$ cat config.mk
export PLATFORM = sky130hd
export DESIGN_NAME = cia_mul
export DESIGN_NICKNAME = d
export VERILOG_FILES = /design/src/rtl/cia_pkg.sv /design/src/rtl/cia_mul.sv
export SDC_FILE = /design/constraint.sdc
export NUM_CORES = 2
export LEC_CHECK = 0
export ABC_AREA = 1
export BUFFER_PORTS_ARGS = -buffer_cell sky130_fd_sc_hd__buf_2
export CAP_MARGIN = 20
export CORE_UTILIZATION = 50
export DETAILED_ROUTE_END_ITERATION = 6
export PLACE_DENSITY = 0.77
export REMOVE_ABC_BUFFERS = 1
export SETUP_SLACK_MARGIN = 0.15
export SKIP_CTS_REPAIR_TIMING = 1
export SYNTH_ARGS = -nofsm -noshare
export SYNTH_HDL_FRONTEND = slang
export SYNTH_SLANG_ARGS = --single-unit
$ cat constraint.sdc
create_clock -name clk -period 14.3 [get_ports clk]
set_clock_uncertainty 0.05 [all_clocks]
set_input_delay 2.86 -clock clk [delete_from_list [all_inputs] [get_ports clk]]
set_output_delay 2.86 -clock clk [all_outputs]
set_load 0.005 [all_outputs]
$ cat src/rtl/cia_pkg.sv
// ----------------------------------------------------------------------------
// cia_pkg
// shared types, codes and helpers of the checked 32-bit alu
// ----------------------------------------------------------------------------
package cia_pkg;

	localparam int unsigned WORD_BITS  = 32;
	localparam int unsigned DIV_STAGES = WORD_BITS;

	typedef enum logic [3:0] {
		ACT_OR   = 4'd0,
		ACT_XOR  = 4'd1,
		ACT_AND  = 4'd2,
		ACT_ADD  = 4'd3,
		ACT_SUB  = 4'd4,
		ACT_MUL  = 4'd5,
		ACT_DIV  = 4'd6,
		ACT_MOD  = 4'd7,
		ACT_SHR  = 4'd8,
		ACT_SHL  = 4'd9,
		ACT_NEG  = 4'd10,
		ACT_PLUS = 4'd11,
		ACT_NOT  = 4'd12
	} action_t;

	typedef enum logic [2:0] {
		ST_OK       = 3'd0,
		ST_OVERFLOW = 3'd1,
		ST_DIVIDE   = 3'd2,
		ST_SHIFT    = 3'd3,
		ST_INVALID  = 3'd4
	} status_t;

	// item info that rides alongside the divider
	typedef struct packed {
		logic [WORD_BITS-1:0] res;
		logic                 rsg;
		status_t              st;
		logic                 use_div;
		logic                 is_mod;
		logic                 neg_q;
		logic                 neg_r;
	} side_t;

	// one restoring step: acc holds {remainder, dividend/quotient}
	function automatic logic [2*WORD_BITS-1:0] div_step(
		input logic [2*WORD_BITS-1:0] acc,
		input logic [WORD_BITS-1:0]   d
	);
		logic [WORD_BITS:0] top;
		logic [WORD_BITS:0] diff;
		logic [2*WORD_BITS-1:0] nxt;
		top  = acc[2*WORD_BITS-1:WORD_BITS-1];
		diff = top - {1'b0, d};
		if (top >= {1'b0, d}) begin
			nxt = {diff[WORD_BITS-1:0], acc[WORD_BITS-2:0], 1'b1};
		end else begin
			nxt = {acc[2*WORD_BITS-2:0], 1'b0};
		end
		return nxt;
	endfunction

endpackage

$ cat src/rtl/cia_mul.sv
// ----------------------------------------------------------------------------
// cia_mul
// registered 32x32 unsigned magnitude multiplier
// ----------------------------------------------------------------------------
module cia_mul (
	input  logic                            clk,
	input  logic                            en,
	input  logic [cia_pkg::WORD_BITS-1:0]   mag_a,
	input  logic [cia_pkg::WORD_BITS-1:0]   mag_b,
	output logic [2*cia_pkg::WORD_BITS-1:0] prod_s2
);
	import cia_pkg::*;

	always_ff @(posedge clk) begin
		if (en) begin
			prod_s2 <= {{WORD_BITS{1'b0}}, mag_a} * {{WORD_BITS{1'b0}}, mag_b};
		end
	end

endmodule

**After elaboration in Yosys (flattened, before gate mapping)**

Cells that the tools add are included.

- Memory bits (writable): 0
- Bits in read-only memories: 0
- Memories kept: 0
- Logic and storage cells: 2
- Output and inout bits: 64
- Bits in registers: 64
- Latch bits: 0

- $mul: 1
- Reduce and logical (&&, ||, !) cells: 0
- Divide/modulo/power cells: 0
- Add/subtract/negate cells: 0
- Shift operators: 0
- Order comparisons: 0
- Equality and inequality tests: 0
- Bitwise operators: 0
- Multiplexer cells: 0

Operators by type and width:

| operator | count |
|---|---|
| 32-bit by 32-bit multiplier with 64-bit output | 1 |

**Logic depth before layout (Yosys ltp)**

- Word-level depth: 1
- Mapped depth: 30

**Worst setup path before layout**

No wires, ideal clock.

- Path kind: input -> register
- Start point: in mag_a[25] (netlist bit)
- End point: reg prod_s2[60] (netlist bit) (data pin)
- Data arrival time: 8.562 ns
- Data required time: 13.998 ns
- Buffers on the path: 1
- Path slack: 5.435 ns
- Stages: 26
- Cell sequence: clkbuf_1 nand2_1 fa_1 inv_1 fa_1 inv_1 fa_1 inv_1 fa_1 fa_1 fa_1 fa_1 inv_1 fa_1 inv_1 ha_1 nand2_1 nand2_1 a21oi_1 nand2_1 nand2_1 nand2_1 a21oi_1 nand2_1 nand2_1 nand2_1

- Cells in the longest elaborated chain, start to end: 1

RTL lines:

| item | RTL line | source |
|---|---|---|
| from (decl) | cia_mul.sv:8 | `input logic [cia_pkg::WORD_BITS-1:0] mag_a,` |
| 32-bit by 32-bit multiplier with 64-bit output | cia_mul.sv:16 | `prod_s2 <= {{WORD_BITS{1'b0}}, mag_a} * {{WORD_BITS{1'b0}}, mag_b};` |
| to (signal assigned) | cia_mul.sv:16 |  |
| to (decl) | cia_mul.sv:10 | `output logic [2*cia_pkg::WORD_BITS-1:0] prod_s2` |

Every way passes these cells.
A chain may end at the register's enable or synchronous reset.

**Final worst setup path**

- Start point: in mag_b[10] (netlist bit)
- End point: reg prod_s2[31] (netlist bit) (data pin)

- Cells in the longest elaborated chain, start to end: 1

RTL lines:

| item | RTL line | source |
|---|---|---|
| from (decl) | cia_mul.sv:9 | `input logic [cia_pkg::WORD_BITS-1:0] mag_b,` |
| 32-bit by 32-bit multiplier with 64-bit output | cia_mul.sv:16 |  |

Every way passes these cells.

==> results.md <==
- Hold_ws: a little over 3000 ps
- First-pass GRT wire length: ~170 mm
- Effective utilization at floorplan: 50.8%
- Rows: 100
- Largest register by flop count: prod_s2
- Max-Cap Viols: 0
- Post-synth top area cell: fa_1
- CP Cell Sequence: buf_2, nand2_1, inv_1, fa_1, fa_1, inv_1, fa_1, fa_1, inv_1, fa_1, fa_1, fa_1, fa_1, ha_1, nand2_1, nor2_1, inv_1, nor2_1, a21oi_1, nand2_2, xor2_1
- Routed Antenna Nets: 0
- Met3 wire length: between 8 and 9 mm
- Clk slew on worst S/H paths: roughly 70 ps
- Hold-critical path depth: 4
- Critical path data required time: 14370 ps
- Share of post-route cells with drive strength above 1: approximately 4.6%
- WL per Instance: between 15 and 20 um
- Met2 Wirelength: around 50 mm
- Sequential area share after synthesis: under 10%
- First-pass DRT Iterations: 6
- CP endpoint kind: flop
- Hpwl dp: around 83 mm
- Most frequent cell after synthesis: inv_1
- Clock Sinks: 64
- Max layer used: met4
- Layout area overhead: 4.27%
- Top Registers: prod_s2 x64
- Dpl cells: roughly 6000
- Cell Count, Final, Fillers Out: about 6000
- Clock buffer depth: 2
- Synth cell types: 23
- Largest family of logic cells by synthesized area: adder cells
- Register area: 1920 um^2
- Top cells by area, synth: fa_1, inv_1, nand2_1, ha_1, edfxtp_1
- Total Wirelength: just over 100 mm
- Period utilization: 67.7%
- Synthesized area: ~38000 um^2
- H-Tree Depth: 3
- Mux cell area share after synthesis: 0%
- N_diodes: 0
- Fin worst setup slack: about 4600 ps
- CTS tree: done
- HP Class: input port to flop
- Asr flop ratio synth: 0%
- Total grt overflow: 0
- Place WS: between 4000 and 5000 ps
- Die W: 278 um
- Crit-path most repeated cell: fa_1
- CORE AREA: between 70000 and 80000 um^2
- XOR/XNOR Fraction of Synth Area: 0.806%
- Adder-Cell Fraction of Synth Area: between 50% and 60%
- Synth Area in Simple Gates: a little under a fifth
- Synthesis Warnings: 0
- Final net count: a little over 6000
- Tmin final: 9680 ps
- Post-synth EDFFs: between 60 and 70
- Hold_sp: mag_b[0]
- Die Y: between 200 and 300 um
- Top_reg_cell synth: edfxtp_1
- Vias in the first global route: about 32000
- DRC viols: 0
- Root Buffer: clkbuf_16
- Least-Margin Pin Slew: approximately 1000 ps
- Area taken by multi-input logic gates: 28900 um^2
- Max stage delay cell, worst path: buf_2
- Fin. max-slew vios: 0
- Avg Cell Area, Syn: approximately 7.6 um^2
- RSZ-0062 raised after global routing: false
- Worst hold endpoint: prod_s2[0]
- FMAX: ~100 MHz
- Post-Syn Instances: 5023
- Vias per std cell: about 5.0
- Setup TNS: 0 ps
- Area fraction in compound gates after synthesis: 0.839%
- Startpoint Class: input port
- WS Path Type: input port to flop
- Setup violations, final: 0
- Largest net degree at the start of global routing: between 60 and 70
- Final-report hold violation count: 0
- Routed vias: 30000
- Synth Register Bits: 64
- Share of the synthesized area in the top cell type: a little under half
- Critical path launch point: mag_b[10]
- CTS buffer count: 9
- Max FO, Critical Path: 32
- Initial antenna violation count: 5
- Max-slew headroom: about 31%
- Commonest cells in the netlist: inv_1, nand2_1, fa_1
- Slowest Stage Delay on Critical Path: 690 ps
- FILL cells: ~7000
- Port-buffer cells: around 130
- Status: finished, final reports clean
- I/O pins: 130
- Worst EP arrival: 9750 ps
- Max FFs per register: between 60 and 70
- Routability Congestion: 1.00
- Total GRT Usage: between 20 and 30%
- Drt first-iter violations: between 2000 and 2500
- Die Area: 77200 um^2
- Met1 WL: just under 40 mm
## stage by stage
stage               util [%]  cell area [um^2]
floorplan                  -             37300
global placement        52.6             39300
global route            53.0             39700
detailed placement      52.6             39300
CTS                     53.0             39700
finish                  53.0             39700
## kinds of logic after synthesis
logic type      count (synthesis)
compound gates                 57
xor+xnor                       35
fa+ha+maj                    1159
buf+inv                      1927
flops                          64
simple gates                 1781
## worst max-delay path: cells and delay by family
kind | cells | cell delay, ps
AND/OR/NAND/NOR | 5 | 930
AO/OA/AOI/OAI | 1 | 140
adder cells (fa/ha/maj) | 9 | 4390
XOR/XNOR | 1 | 400
buffers and inverters | 5 | 990
## layout by cell type, fill, tap and decap left out, types with 3 or more instances in the layout
cell type | synthesis | layout
nand3_1 | 56 | 56
buf_2 | 0 | 129
clkinv_4 | 0 | 3
edfxtp_1 | 64 | 64
clkbuf_16 | 0 | 9
nor2_4 | 6 | 6
nor2_1 | 81 | 81
xor2_1 | 33 | 33
nand4_1 | 16 | 16
nor3_1 | 11 | 11
ha_1 | 263 | 263
nor3_2 | 6 | 6
a21oi_1 | 43 | 43
inv_2 | 12 | 12
nand2_1 | 1566 | 1566
buf_4 | 0 | 21
inv_1 | 1723 | 1723
nand2_2 | 15 | 15
nor2_2 | 14 | 14
fa_1 | 896 | 896
o21bai_1 | 11 | 11
nand3_2 | 9 | 9
## routing by layer
layer / vias to the layer above / global-route usage [%]
met3: 205 / 3.94
met1: 14900 / 36.0
met4: 0 / 7.47
li1: 13600 / -
met2: 1232 / 47.7
met5: - / 1.44
## layout make-up
| class | count | share of cell area, % |
|---|---|---|
| multi-input combinational | 3032 | 72.8 |
| clock inverter | 7 | 0.265 |
| sequential | 64 | 4.84 |
| timing repair buffer | 150 | 2.03 |
| clock buffer | 9 | 0.568 |
| inverter | 1735 | 16.4 |
| tap | 969 | 3.06 |
## worst max-delay path by stage
stage | end | slack (ps) | depth (start not counted)
floorplan | prod_s2[60] | 5730 | 25
global placement | prod_s2[62] | 4360 | 25
detailed placement | prod_s2[60] | 4360 | 26
CTS | prod_s2[31] | 4750 | 21
global route | prod_s2[31] | 4340 | 21
finish | prod_s2[31] | 4620 | 21
Power is left out: the tool's default activity adds up to more than one toggle a clock period on the data nets, which glitch-free logic cannot reach.
